===== src/rtl/assert_macros.svh =====
// Assertion macros of the angle tracker, included by its top level.
// Each macro expects signals named clk and rst_n in the scope where it is used.
`ifndef ASSERT_MACROS_SVH
`define ASSERT_MACROS_SVH

// A property that must hold at every clock edge outside reset.
`define ASSERT_HOLDS(lbl, prop, msg) \
  lbl: assert property (@(posedge clk) disable iff (!rst_n) prop) else $error(msg);

// A condition that must be followed by another one in the next cycle.
`define ASSERT_NEXT(lbl, ante, cons, msg) \
  lbl: assert property (@(posedge clk) disable iff (!rst_n) (ante) |=> (cons)) \
    else $error(msg);

`endif


===== src/rtl/mat_pkg.sv =====
// Constants and types of the multi-turn angle tracker.
// No dependencies; used by the interfaces, the divider and the top level.
package mat_pkg;

  localparam int COUNT_BITS = 14;
  localparam int TIME_BITS  = 32;
  localparam int FRAC_BITS  = 16;
  localparam int DVD_W      = COUNT_BITS + FRAC_BITS;
  localparam int POS_W      = 48;
  localparam int TURN_W     = 32;
  localparam int VEL_W      = 31;
  localparam int VREG_W     = 32;
  localparam int OFS_W      = 32;

  localparam logic [1:0] QUAD_FIRST  = 2'd0;
  localparam logic [1:0] QUAD_FOURTH = 2'd3;

  localparam logic [VREG_W-1:0] VEL_POS_MAX = 32'h3FFF_FFFF;
  localparam logic [VREG_W-1:0] VEL_NEG_MAX = 32'h4000_0000;

  typedef logic [COUNT_BITS-1:0]    count_t;
  typedef logic [TIME_BITS-1:0]     tick_t;
  typedef logic [DVD_W-1:0]         dvd_t;
  typedef logic signed [POS_W-1:0]  pos_t;
  typedef logic signed [TURN_W-1:0] turn_t;
  typedef logic signed [VEL_W-1:0]  vel_t;
  typedef logic signed [OFS_W-1:0]  ofs_t;

endpackage


===== src/rtl/mat_if.sv =====
// Valid/ready channel interfaces of the angle tracker: sample input,
// result output and offset configuration. Depends on mat_pkg.
interface mat_in_if;
  import mat_pkg::*;
  logic   valid;
  logic   ready;
  count_t raw_count;
  tick_t  timestamp;
  modport source (output valid, output raw_count, output timestamp, input ready);
  modport sink   (input valid, input raw_count, input timestamp, output ready);
endinterface

interface mat_out_if;
  import mat_pkg::*;
  logic  valid;
  logic  ready;
  pos_t  position;
  turn_t turns;
  vel_t  velocity;
  logic  velocity_held;
  modport source (output valid, output position, output turns, output velocity,
                  output velocity_held, input ready);
  modport sink   (input valid, input position, input turns, input velocity,
                  input velocity_held, output ready);
endinterface

interface mat_cfg_if;
  import mat_pkg::*;
  logic valid;
  logic ready;
  ofs_t data;
  modport source (output valid, output data, input ready);
  modport sink   (input valid, input data, output ready);
endinterface


===== src/rtl/mat_div.sv =====
// Bit-serial restoring divider: one quotient bit per cycle, DVD_W quotient bits in all.
// Depends on mat_pkg for the dividend and divisor widths.
module mat_div (
  input  logic          clk,
  input  logic          rst_n,
  input  logic          start,
  input  mat_pkg::dvd_t  dividend,
  input  mat_pkg::tick_t divisor,
  output logic          done,
  output mat_pkg::dvd_t  quotient
);
  import mat_pkg::*;

  localparam int CNT_W = $clog2(DVD_W + 1);

  logic                 run_r;
  logic [CNT_W-1:0]     cnt_r;
  dvd_t                 quo_r, quo_nxt;
  tick_t                rem_r, rem_nxt;
  tick_t                dsr_r;
  logic [TIME_BITS:0]   rem_sh;
  logic [TIME_BITS:0]   diff;
  logic                 fits;

  // Shift the next dividend bit into the partial remainder and try a subtract.
  always_comb begin
    rem_sh  = {rem_r, quo_r[DVD_W-1]};
    diff    = rem_sh - {1'b0, dsr_r};
    fits    = !diff[TIME_BITS];
    rem_nxt = fits ? diff[TIME_BITS-1:0] : rem_sh[TIME_BITS-1:0];
    quo_nxt = {quo_r[DVD_W-2:0], fits};
  end

  always_ff @(posedge clk) begin
    if (!rst_n) begin
      run_r <= 1'b0;
      cnt_r <= '0;
    end else if (start) begin
      run_r <= 1'b1;
      cnt_r <= CNT_W'(DVD_W);
    end else if (run_r) begin
      if (cnt_r == '0) begin
        run_r <= 1'b0;
      end else begin
        cnt_r <= cnt_r - 1'b1;
      end
    end
  end

  always_ff @(posedge clk) begin
    if (start) begin
      quo_r <= dividend;
      rem_r <= '0;
      dsr_r <= divisor;
    end else if (run_r && cnt_r != '0) begin
      quo_r <= quo_nxt;
      rem_r <= rem_nxt;
    end
  end

  assign done     = run_r && (cnt_r == '0);
  assign quotient = quo_r;

endmodule


===== src/rtl/multiturn_angle_tracker.sv =====
// Multi-turn angle tracker: one transaction per sample, one result per sample.
// Depends on mat_pkg, the channel interfaces and the divider mat_div.
//
// Each sample carries a 14-bit absolute count and a tick timestamp. The block
// counts turns from quadrant crossings, reports position as turns times
// 2^14 plus count minus angle_offset, and a Q16 velocity: count difference
// divided by tick difference. A sample whose tick difference is zero skips
// the divider: it goes from S_IDLE straight to S_FIN, which writes its
// result to the output register once that register is free. Any other
// sample goes through the bit-serial divider, which yields one quotient
// bit per cycle over DVD_W = 30 bits, and passes from S_IDLE through S_DIV,
// until the divider is done, to S_FIN. One sample is in work at a time; the
// next sample is accepted as soon as the previous result sits in the output
// register, even if the sink has not taken it yet. angle_offset may be
// written whenever no sample is in work.
module multiturn_angle_tracker (
  input logic       clk,
  input logic       rst_n,
  mat_in_if.sink    in_ch,
  mat_out_if.source out_ch,
  mat_cfg_if.sink   cfg_ch
);
  import mat_pkg::*;

  localparam logic [1:0] S_IDLE = 2'd0;
  localparam logic [1:0] S_DIV  = 2'd1;
  localparam logic [1:0] S_FIN  = 2'd2;

  logic [1:0]  state_r, state_nxt;

  // Tracker state visible to the next sample.
  count_t      last_count_r;
  turn_t       turns_r, turns_nxt;
  tick_t       last_time_r;
  logic [VREG_W-1:0] vel_reg_r;
  ofs_t        offset_r;

  // Per-sample work registers.
  logic        neg_r;
  logic        held_r;

  logic        out_valid_r;
  pos_t        position_r;
  turn_t       turns_out_r;
  vel_t        velocity_r;
  logic        held_out_r;

  logic        in_acc, out_free, fin_wr;
  count_t      count_in;
  tick_t       dt;
  logic        neg_in;
  count_t      mag;
  logic [1:0]  quad_prev, quad_cur;

  logic        div_start, div_done;
  dvd_t        quotient;

  logic [VREG_W-1:0] q_ext, q_sat, vel_new;
  pos_t        pos_base, pos_val;

  assign in_ch.ready  = (state_r == S_IDLE);
  assign cfg_ch.ready = 1'b1;
  assign in_acc       = in_ch.valid && in_ch.ready;
  assign out_free     = !out_valid_r || out_ch.ready;
  assign fin_wr       = (state_r == S_FIN) && out_free;

  // Accept side: quadrant crossing, tick difference and count magnitude.
  always_comb begin
    count_in  = in_ch.raw_count;
    quad_prev = last_count_r[COUNT_BITS-1 -: 2];
    quad_cur  = count_in[COUNT_BITS-1 -: 2];
    turns_nxt = turns_r;
    if (quad_prev == QUAD_FOURTH && quad_cur == QUAD_FIRST) begin
      turns_nxt = turns_r + turn_t'(1);
    end else if (quad_prev == QUAD_FIRST && quad_cur == QUAD_FOURTH) begin
      turns_nxt = turns_r - turn_t'(1);
    end
    dt        = in_ch.timestamp - last_time_r;
    neg_in    = count_in < last_count_r;
    mag       = neg_in ? (last_count_r - count_in) : (count_in - last_count_r);
    div_start = in_acc && (dt != '0);
  end

  mat_div u_div (
    .clk      (clk),
    .rst_n    (rst_n),
    .start    (div_start),
    .dividend ({mag, FRAC_BITS'(0)}),
    .divisor  (dt),
    .done     (div_done),
    .quotient (quotient)
  );

  // Finish side: saturate and sign the quotient, assemble the position.
  always_comb begin
    q_ext    = VREG_W'(quotient);
    if (neg_r) begin
      q_sat   = (q_ext > VEL_NEG_MAX) ? VEL_NEG_MAX : q_ext;
      vel_new = '0 - q_sat;
    end else begin
      q_sat   = (q_ext > VEL_POS_MAX) ? VEL_POS_MAX : q_ext;
      vel_new = q_sat;
    end
    pos_base = (POS_W'(turns_r) << COUNT_BITS) | pos_t'(POS_W'(last_count_r));
    pos_val  = pos_base - POS_W'(offset_r);
  end

  always_comb begin
    state_nxt = state_r;
    case (state_r)
      S_IDLE: begin
        if (in_acc) begin
          state_nxt = (dt == '0) ? S_FIN : S_DIV;
        end
      end
      S_DIV: begin
        if (div_done) begin
          state_nxt = S_FIN;
        end
      end
      S_FIN: begin
        if (out_free) begin
          state_nxt = S_IDLE;
        end
      end
      default: state_nxt = S_IDLE;
    endcase
  end

  always_ff @(posedge clk) begin
    if (!rst_n) begin
      state_r      <= S_IDLE;
      out_valid_r  <= 1'b0;
      last_count_r <= '0;
      turns_r      <= '0;
      last_time_r  <= '0;
      vel_reg_r    <= '0;
      offset_r     <= '0;
    end else begin
      state_r <= state_nxt;
      if (cfg_ch.valid) begin
        offset_r <= cfg_ch.data;
      end
      if (in_acc) begin
        last_count_r <= count_in;
        turns_r      <= turns_nxt;
        if (dt != '0) begin
          last_time_r <= in_ch.timestamp;
        end
      end
      if (fin_wr) begin
        out_valid_r <= 1'b1;
        if (!held_r) begin
          vel_reg_r <= vel_new;
        end
      end else if (out_ch.ready) begin
        out_valid_r <= 1'b0;
      end
    end
  end

  always_ff @(posedge clk) begin
    if (in_acc) begin
      neg_r  <= neg_in;
      held_r <= (dt == '0);
    end
    if (fin_wr) begin
      position_r  <= pos_val;
      turns_out_r <= turns_r;
      velocity_r  <= held_r ? vel_t'(vel_reg_r[VEL_W-1:0]) : vel_t'(vel_new[VEL_W-1:0]);
      held_out_r  <= held_r;
    end
  end

  assign out_ch.valid         = out_valid_r;
  assign out_ch.position      = position_r;
  assign out_ch.turns         = turns_out_r;
  assign out_ch.velocity      = velocity_r;
  assign out_ch.velocity_held = held_out_r;

`include "assert_macros.svh"

  `ASSERT_HOLDS(a_div_done_in_div, div_done |-> state_r == S_DIV, "divider done outside S_DIV")
  `ASSERT_NEXT(a_held_skips_div, in_acc && dt == '0, state_r == S_FIN && held_r, "held in divider")
  `ASSERT_NEXT(a_turns_only_on_accept, !in_acc, $stable(turns_r), "turns moved idle")
  `ASSERT_HOLDS(a_result_from_fin, $rose(out_valid_r) |-> $past(state_r) == S_FIN, "no finish")

endmodule


===== src/flat_wrapper.sv =====
// flat-port wrapper written by rule: the top's interface ports become plain ports
module multiturn_angle_tracker_flat import mat_pkg::*;
  (clk, rst_n, in_ch_valid, in_ch_raw_count, in_ch_timestamp, in_ch_ready, out_ch_valid, out_ch_position, out_ch_turns, out_ch_velocity, out_ch_velocity_held, out_ch_ready, cfg_ch_valid, cfg_ch_data, cfg_ch_ready);
  mat_in_if in_ch_i ();
  mat_out_if out_ch_i ();
  mat_cfg_if cfg_ch_i ();
  input logic clk;
  input logic rst_n;
  input wire logic [$bits(in_ch_i.valid)-1:0] in_ch_valid;
  input wire logic [$bits(in_ch_i.raw_count)-1:0] in_ch_raw_count;
  input wire logic [$bits(in_ch_i.timestamp)-1:0] in_ch_timestamp;
  output wire logic [$bits(in_ch_i.ready)-1:0] in_ch_ready;
  output wire logic [$bits(out_ch_i.valid)-1:0] out_ch_valid;
  output wire logic [$bits(out_ch_i.position)-1:0] out_ch_position;
  output wire logic [$bits(out_ch_i.turns)-1:0] out_ch_turns;
  output wire logic [$bits(out_ch_i.velocity)-1:0] out_ch_velocity;
  output wire logic [$bits(out_ch_i.velocity_held)-1:0] out_ch_velocity_held;
  input wire logic [$bits(out_ch_i.ready)-1:0] out_ch_ready;
  input wire logic [$bits(cfg_ch_i.valid)-1:0] cfg_ch_valid;
  input wire logic [$bits(cfg_ch_i.data)-1:0] cfg_ch_data;
  output wire logic [$bits(cfg_ch_i.ready)-1:0] cfg_ch_ready;
  assign in_ch_i.valid = in_ch_valid;
  assign in_ch_i.raw_count = in_ch_raw_count;
  assign in_ch_i.timestamp = in_ch_timestamp;
  assign in_ch_ready = in_ch_i.ready;
  assign out_ch_valid = out_ch_i.valid;
  assign out_ch_position = out_ch_i.position;
  assign out_ch_turns = out_ch_i.turns;
  assign out_ch_velocity = out_ch_i.velocity;
  assign out_ch_velocity_held = out_ch_i.velocity_held;
  assign out_ch_i.ready = out_ch_ready;
  assign cfg_ch_i.valid = cfg_ch_valid;
  assign cfg_ch_i.data = cfg_ch_data;
  assign cfg_ch_ready = cfg_ch_i.ready;
  multiturn_angle_tracker u_core (.clk(clk), .rst_n(rst_n), .in_ch(in_ch_i), .out_ch(out_ch_i), .cfg_ch(cfg_ch_i));
endmodule

===== config.mk =====
export PLATFORM = sky130hd
export DESIGN_NAME = multiturn_angle_tracker_flat
export DESIGN_NICKNAME = d
export VERILOG_FILES = /design/src/rtl/mat_pkg.sv /design/src/rtl/mat_if.sv /design/src/rtl/mat_div.sv /design/src/rtl/multiturn_angle_tracker.sv /design/src/flat_wrapper.sv
export VERILOG_INCLUDE_DIRS = /design/src /design/src/rtl
export SDC_FILE = /design/constraint.sdc
export NUM_CORES = 1
export LEC_CHECK = 0
export ABC_AREA = 0
export BUFFER_PORTS_ARGS = -buffer_cell sky130_fd_sc_hd__buf_4
export CAP_MARGIN = 20
export CORE_ASPECT_RATIO = 0.6
export CORE_MARGIN = 3
export CORE_UTILIZATION = 40
export DETAILED_ROUTE_END_ITERATION = 8
export PLACE_DENSITY = 0.67
export SLEW_MARGIN = 30
export SYNTH_ARGS = -nofsm -noshare
export SYNTH_HDL_FRONTEND = slang
export SYNTH_HIERARCHICAL = 1
export SYNTH_SLANG_ARGS = --single-unit

===== constraint.sdc =====
create_clock -name clk -period 10.65 [get_ports clk]
set_input_delay 2.13 -clock clk [delete_from_list [all_inputs] [get_ports clk]]
set_output_delay 2.13 -clock clk [all_outputs]
set_load 0.02 [all_outputs]

==> results of run 1 <==
==> registers in the layout, summed over array words and instances, names as in the netlist, 2 cells and up <==
name and cells:
u_core/u_div/cnt_r 5, u_core/last_count_r 14, u_core/turns_r 32, u_core/out_ch.position 47
u_core/u_div/quotient 30, u_core/vel_reg_r 31, u_core/offset_r 32, u_core/out_ch.turns 32
u_core/last_time_r 32, u_core/u_div/rem_r 32, u_core/out_ch.velocity 31, u_core/u_div/dsr_r 32
u_core/state_r 2
==> power by group through the flow <==
stage	sequential, W	combinational [W]	clock [W]
floorplan	0.00168	0.00123	0
CTS	0.00169	0.00161	0.00137
detailed placement	0.00172	0.00160	0
global placement	0.00172	0.00157	0
global route	0.00171	0.00180	0.00143
finish	0.00170	0.00163	0.00133
==> final timing paths <==
kind | from | endpoint | slack [ps] | cells after the start
worst max-delay path | in_ch_timestamp[0] | u_core/u_div/rem_r[1] | 3930 | 18
worst min-delay path | u_core/last_time_r[21] | u_core/last_time_r[21] | 460 | 2
worst max register to register | u_core/last_time_r[0] | u_core/u_div/rem_r[1] | 5360 | 16
worst min register to register | u_core/last_time_r[21] | u_core/last_time_r[21] | 460 | 2
==> kinds of logic (layout without fill, tap and decap cells) <==
kind of cell,Yosys count,after routing
compound gates,659,659
mux,135,135
flops,357,357
simple gates,769,769
xor+xnor,149,149
buf+inv,284,466
fa+ha+maj,174,174
other cells,2,17
==> through the flow <==
step                      util [%]  total power [W]  hold slack [ps]
after detailed placement      44.7          0.00332              450
final                         47.0          0.00465              458
after CTS                     46.9          0.00467              459
after floorplan                  -          0.00291              433
after global placement        44.7          0.00329              440
after global routing          47.0          0.00493              474
==> worst reg2reg max path, stage by stage, from the launching register on <==
cell	delay, ps
dfxtp_1	320
ha_1	260
fa_1	510
inv_1	50
nor3_1	290
o21ai_0	180
nor3_1	180
or4b_1	460
nor4b_1	590
o2111ai_1	300
nor4_4	440
a21oi_4	100
buf_6	320
buf_4	460
or3_1	480
nor3_1	150
a311o_2	130
==> cells in the final DEF (no fill, tap or decap), drive strengths merged, types with 17 or more instances in the layout <==
master / count
nand3: 54
clkbuf: 50
and3: 18
nor2: 210
o21bai: 23
ha: 168
or3: 20
a21oi: 192
nand4: 32
inv: 176
xnor2: 110
o21a: 29
a211oi: 18
o31ai: 21
o211ai: 22
dfxtp: 182
a21o: 72
buf: 219
xor2: 39
nand2: 259
mux2i: 76
mux2: 59
nor2b: 26
and2: 17
a311oi: 23
o21ai: 138
conb: 17
nand2b: 30
edfxtp: 175
nor3: 55
==> layout make-up <==
cell class                      count  share of cell area (%)
Multi-Input combinational cell   1903                    49.4
Sequential cell                   357                    33.6
Timing Repair Buffer              219                    6.23
Clock buffer                       50                    4.11
Tap cell                          759                    3.58
Inverter                          178                    2.53
Clock inverter                     19                   0.572
==> metal layers <==
metal	wire, um	up-vias	part of all wire [%]
met5	0	-	0
met4	839	0	1.3
met3	4200	57	6.7
met2	25100	589	40
met1	32200	9108	52
li1	-	9435	-
==> key figures, run 1 <==
Outcome
  • Status: completed

Power
  • Leak Pwr: approximately 11 nW
  • Combinational power share: between 30% and 40%
  • Sequential share of power: around 36%
  • Internal: approximately 0.003 W
  • Sw Ratio: between 30% and 40%
  • Clock power share: between 20% and 30%
  • Peak VDD IR: between 0.1 and 0.15 mV
  • Net Sw Power: 0.00164 W
  • PD cells: around 180 mW/mm^2

Drt
  • Avg Vias per Cell: between 5 and 6
  • DR iter-0 viols: approximately 1700
  • Total wire length: a little over 60 mm
  • WL per Instance: approximately 18 um
  • Post-route ant nets: 0
  • First-pass DRT Iterations: 5
  • Via count: between 15000 and 20000
  • Drt drc: 0

Critical path
  • Max incr delay on CP: 590 ps
  • Worst setup SP type: input port
  • Worst-path cell chain: buf_4, inv_1, ha_1, fa_1, inv_1, nor3_1, o21ai_0, nor3_1, or4b_1, nor4b_1, o2111ai_1, nor4_4, a21oi_4, buf_6, buf_4, or3_1, nor3_1, a311o_2
  • CP top delay family: simple AND/OR/NAND/NOR gates
  • CP Data Required Time: around 11000 ps
  • Crit path arrival time: 7220 ps
  • Worst-path maximum fanout: a little under 70
  • CP Buf/Inv Count: 5
  • Crit Path Category: in2reg
  • Critical path's most frequent cell: nor3_1
  • Slowest CP cell: nor4b_1
  • Critical path capture point type: flop

GRT
  • Antenna violations before repair: 0
  • Most Crowded Layer GR: met1
  • First-pass GRT wire length: ~100 mm
  • Global-route met3 utilization: approximately 3.5%
  • Grt met2 use: between 20% and 30%
  • Vias in the first global route: ~18000
  • Routing usage on met1: a little under a third
  • GRT overflow: 0
  • Largest net degree at the start of global routing: just under 90
  • Overall routing resource usage: approximately 20%

Placement
  • IO buf count: roughly 200
  • Placed cell count: around 3400
  • Post-DP Area: 0.0252 sq mm
  • Detailed Place HPWL: about 47 mm
  • GP Congestion: 0.890
  • Place WS: between 3000 and 4000 ps

Clocking
  • Postcts setup bufs: 0
  • # hold bufs at CTS: 0
  • Clock Latency Late Sink: ~560 ps
  • CTS sink count: 357
  • Reg clk slew, reported paths: roughly 60 ps
  • CTS buffer count: 38
  • CTS tree: built
  • Cell chosen for the clock root: clkbuf_16
  • Post-CTS Resized: 0
  • CTS H-tree depth: 2
  • CTS Buffer Depth: 3

Yosys
  • Xor/xnor share of the synthesized area: around 5.7%
  • Top-count cell post-synth: nand2_1
  • Leading area contributor after synthesis: edfxtp_1
  • Most frequent cells after synthesis: 259 x nand2_1, 210 x nor2_1, 185 x a21oi_1, 182 x dfxtp_1
  • Simple-gate area share of the yosys netlist: 15.6%
  • Synth Area in Compound Gates: around 19%
  • Synth top area cells: edfxtp_1 23%, dfxtp_1 16%, ha_1 9.1%
  • Synth warn: 6
  • Ys flop type: dfxtp_1
  • Seq/Total Area, Yosys: approximately two fifths
  • Largest family of logic cells by synthesized area: compound AO/OA/AOI/OAI gates
  • Post-synth EDFFs: roughly 180
  • Yosys cell types: just under 100
  • Asr flop ratio synth: 0%
  • Synthesized cell area: around 0.023 sq mm
  • Mapped Cells: ~2500
  • Syn Area/Cell: ~9.1 sq um
  • Multiplexer area fraction after synthesis: about 6%
  • #FFs+latches synth: between 300 and 400
  • Post-synthesis adder-cell area fraction: between 9 and 10%
  • Top cell type's share of synthesized area: between 20% and 30%

STA
  • Max Freq: about 150 MHz
  • Final hold violations: 0
  • Max transition margin: between 30% and 40%
  • Fraction of the cycle the final worst path needs: between 60% and 70%
  • Fin worst setup slack: between 3000 and 4000 ps
  • Sum of negative setup slack: 0 ps
  • # setup viols final: 0
  • Final Skew: 31.6 ps
  • RSZ-0062 raised after global routing: false
  • Final Max Tran Viols: 0
  • Least-Margin Pin Slew: just under 1000 ps
  • Minimum clock period: 6720 ps

Floorplan
  • Initial core utilization: between 40% and 50%
  • Die area: 0.0606 sq mm
  • Core Region: 0.0564 sq mm
  • Ports: slightly below 200
  • Row count: 67
  • Die W: around 320 um
  • Die Y: 192 um

Finish
  • Layout Cells excl Fill: 3485
  • Register area: 0.00890 sq mm
  • N_diodes: 0
  • Multi-input logic area: about 0.013 sq mm
  • Share of post-route cells with drive strength above 1: 14.3%
  • P&R area growth vs syn: 15.0%
  • FILL cells: approximately 5300
  • Final Cell Area: 0.0265 sq mm
  • # nets final: between 2000 and 3000

Min path
  • Hold crit path type: reg2reg

Run
  • Max-cap violations: 0
Power figures use the tool's default switching activity.
==> inputs of run 2 (changes only) <==
--- a/config.mk
+++ b/config.mk
@@ -13,7 +13,7 @@
 export CORE_MARGIN = 3
 export CORE_UTILIZATION = 40
 export DETAILED_ROUTE_END_ITERATION = 8
-export PLACE_DENSITY = 0.67
+export PLACE_DENSITY = 0.69
 export SLEW_MARGIN = 30
 export SYNTH_ARGS = -nofsm -noshare
 export SYNTH_HDL_FRONTEND = slang
==> constraint.sdc (replaced) <==
create_clock -name clk -period 5.7 [get_ports clk]
set_input_delay 1.14 -clock clk [delete_from_list [all_inputs] [get_ports clk]]
set_output_delay 1.14 -clock clk [all_outputs]
set_load 0.02 [all_outputs]
==> key figures, run 2 (synthesized netlist as in run 1, its figures left out) <==
Outcome
  • Status: completed

Power
  • Sw Ratio: 35.2% (-0.047 points)
  • Sequential share of power: 36.2% (-0.2 points)
  • Clock power share: 28.7% (about the same)
  • Peak VDD IR: 0.178 mV (+44%)
  • Leak Pwr: 10.9 nW (+0.62%)
  • Net Sw Power: 0.00310 W (+89%)
  • Internal: 0.00569 W (+89%)
  • PD cells: 331 mW/mm^2 (+88%)
  • Combinational power share: 35.1% (about the same)

Critical path
  • Crit. Startpoint: in_ch_timestamp[13]
  • Critical path capture point type: flop
  • R2R depth: 16 (unchanged)
  • Crit Path Category: in2reg
  • Crit path capture: u_core/u_div/rem_r[31]
  • Worst setup SP type: input port
  • Crit path arrival time: 5540 ps (-1680 ps)
  • Worst-path maximum fanout: 9 (-87%)
  • Worst r2r dst: u_core/u_div/rem_r[31]
  • CP Data Required Time: 6170 ps (-4990 ps)
  • R2R setup slack: 980 ps (-4380 ps)
  • R2R Path Start: u_core/last_time_r[13]

Drt
  • Total wire length: 63.9 mm (+2.4%)
  • WL per Instance: 18.3 um (+2.1%)
  • Drt drc: 0 (unchanged)
  • Met3 wire length: 4.54 mm (+8.2%)
  • Via count: 19600 (+2.2%)
  • Avg Vias per Cell: 5.61 (+1.9%)
  • Post-route ant nets: 0 (unchanged)
  • DR iter-0 viols: 1850 (+6.9%)
  • Met2 wire length: 26.5 mm (+5.7%)
  • Highest routed layer: met4
  • First-pass DRT Iterations: 6 (+1)
  • WL met1: 31.9 mm (-1.1%)

Clocking
  • CTS sink count: 357 (unchanged)
  • CTS Buffer Depth: 3 (unchanged)
  • Clock Latency Late Sink: 560 ps (about the same)
  • CTS tree: built
  • Cell chosen for the clock root: clkbuf_16
  • CTS buffer count: 37 (-2.6%)
  • Postcts setup bufs: 0 (unchanged)
  • Post-CTS Resized: 0 (unchanged)
  • CTS H-tree depth: 2 (unchanged)
  • Reg clk slew, reported paths: 60 ps (about the same)
  • # hold bufs at CTS: 0 (unchanged)

Floorplan
  • Core Region: 0.0564 sq mm (unchanged)
  • Die W: 316 um (unchanged)
  • Die Y: 192 um (unchanged)
  • Die area: 0.0606 sq mm (unchanged)
  • Row count: 67 (unchanged)
  • Ports: 198 (unchanged)
  • Initial core utilization: 40.8% (unchanged)

Finish
  • # nets final: 2964 (+0.34%)
  • Share of post-route cells with drive strength above 1: 14.6% (+0.28 points)
  • Most frequent cells in the layout: 259 x nand2_1, 228 x buf_4, 210 x nor2_1, 184 x a21oi_1, 182 x dfxtp_1
  • Leading cell type in the layout, fill and taps excluded: nand2_1
  • P&R area growth vs syn: 15.4%
  • Layout Cells excl Fill: 3496 (+0.32%)
  • FILL cells: 5182 (-2.0%)
  • Max FFs per register: 47 (unchanged)
  • Register area: 0.00890 sq mm (unchanged)
  • Multi-input logic area: 0.0131 sq mm (about the same)

Placement
  • IO buf count: 196 (unchanged)
  • Detailed Place HPWL: 48.4 mm (+2.6%)
  • GP Congestion: 0.901 (+1.2%)
  • Placed cell count: 3427 (+0.35%)

STA
  • Final Max Tran Viols: 0 (unchanged)
  • Minimum clock period: 5060 ps
  • RSZ-0062 raised after global routing: false
  • Final hold violations: 0 (unchanged)
  • Fraction of the cycle the final worst path needs: 88.9%
  • Final Skew: 21.7 ps (-9.91 ps)
  • # setup viols final: 0 (unchanged)
  • Max transition margin: 38.0% (+2.8 points)
  • Max Freq: ~200 MHz
  • Sum of negative setup slack: 0 ps (unchanged)
  • Least-Margin Pin Slew: 930 ps (-42.7 ps)

Min path
  • Hold crit path type: reg2reg
  • Hold path depth: 2 (unchanged)

GRT
  • GRT overflow: 0 (unchanged)
  • Vias in the first global route: 18600 (+3.5%)
  • First-pass GRT wire length: 101 mm (+2.0%)
  • Largest net degree at the start of global routing: 74 (-16%)
  • Overall routing resource usage: 20.5% (+0.43 points)
  • Antenna violations before repair: 1 (+1)

Run
  • Max-cap violations: 0 (unchanged)
## run 2: cell types whose count changed in the layout (fill, tap and decap cells not counted), sizes merged
cell | before | now
clkinvlp | 4 | 1
clkinv | 16 | 19
bufinv | 1 | 5
diode | 0 | 1
clkbuf | 50 | 45
buf | 219 | 230
## run 2: critical path, stage by stage
cell       delay [ps]
buf_4             120
ha_1              490
nand4_1           260
or3_1             440
a211oi_2          380
nor3_1            130
o211a_1           250
a2111oi_0         650
o211ai_1          260
nor4_4            300
a21oi_4           150
clkinv_1          130
nand2_1            80
or3_1             330
a211o_1           310
o2111ai_1         110
## run 2: layer usage
layer | track usage, % | up-vias
met5 | 0 | -
met4 | 4.03 | 0
met3 | 3.38 | 76
met2 | 30.0 | 713
met1 | 31.5 | 9352
li1 | - | 9476
## run 2: how the worst min path moves through the flow
stage | start | end | slack (ps)
after CTS | u_core/last_time_r[7] | u_core/last_time_r[7] | 460
after floorplan | u_core/vel_reg_r[1] | u_core/vel_reg_r[1] | 430
after global placement | u_core/vel_reg_r[1] | u_core/vel_reg_r[1] | 440
final | u_core/vel_reg_r[1] | u_core/vel_reg_r[1] | 460
after detailed placement | u_core/last_time_r[20] | u_core/last_time_r[20] | 450
after global routing | u_core/last_time_r[21] | u_core/last_time_r[21] | 480
## run 2: power groups by stage
| stage | Sequential [W] | Combinational, W | Clock, W |
|---|---|---|---|
| 2_1_floorplan | 0.00314 | 0.00230 | 0 |
| 3_3_place_gp | 0.00322 | 0.00292 | 0 |
| 3_5_place_dp | 0.00323 | 0.00301 | 0 |
| 4_1_cts | 0.00317 | 0.00303 | 0.00259 |
| 5_1_grt | 0.00320 | 0.00339 | 0.00269 |
| 6_report | 0.00318 | 0.00309 | 0.00253 |
## run 2: through the flow
| stage | hold WS, ps | total power [W] | setup WS, ps | cell area, sq um | util (%) |
|---|---|---|---|---|---|
| 6_report | 457 | 0.00879 | 635 | 26600 | 47.1 |
| 5_1_grt | 480 | 0.00928 | 379 | 26600 | 47.1 |
| 4_1_cts | 457 | 0.00880 | 719 | 26600 | 47.1 |
| 3_5_place_dp | 449 | 0.00623 | 155 | 25400 | 44.9 |
| 3_3_place_gp | 442 | 0.00614 | 157 | 25300 | 44.9 |
| 2_1_floorplan | 433 | 0.00544 | 106 | 23100 | - |
## run 2: area by class of cell
type,count,area share (%)
multi-input combinational,1903,49.2
sequential,357,33.5
timing repair buffer,230,6.59
clock buffer,45,3.67
tap,759,3.57
inverter,178,2.52
clock inverter,23,0.988
antenna,1,0.00941
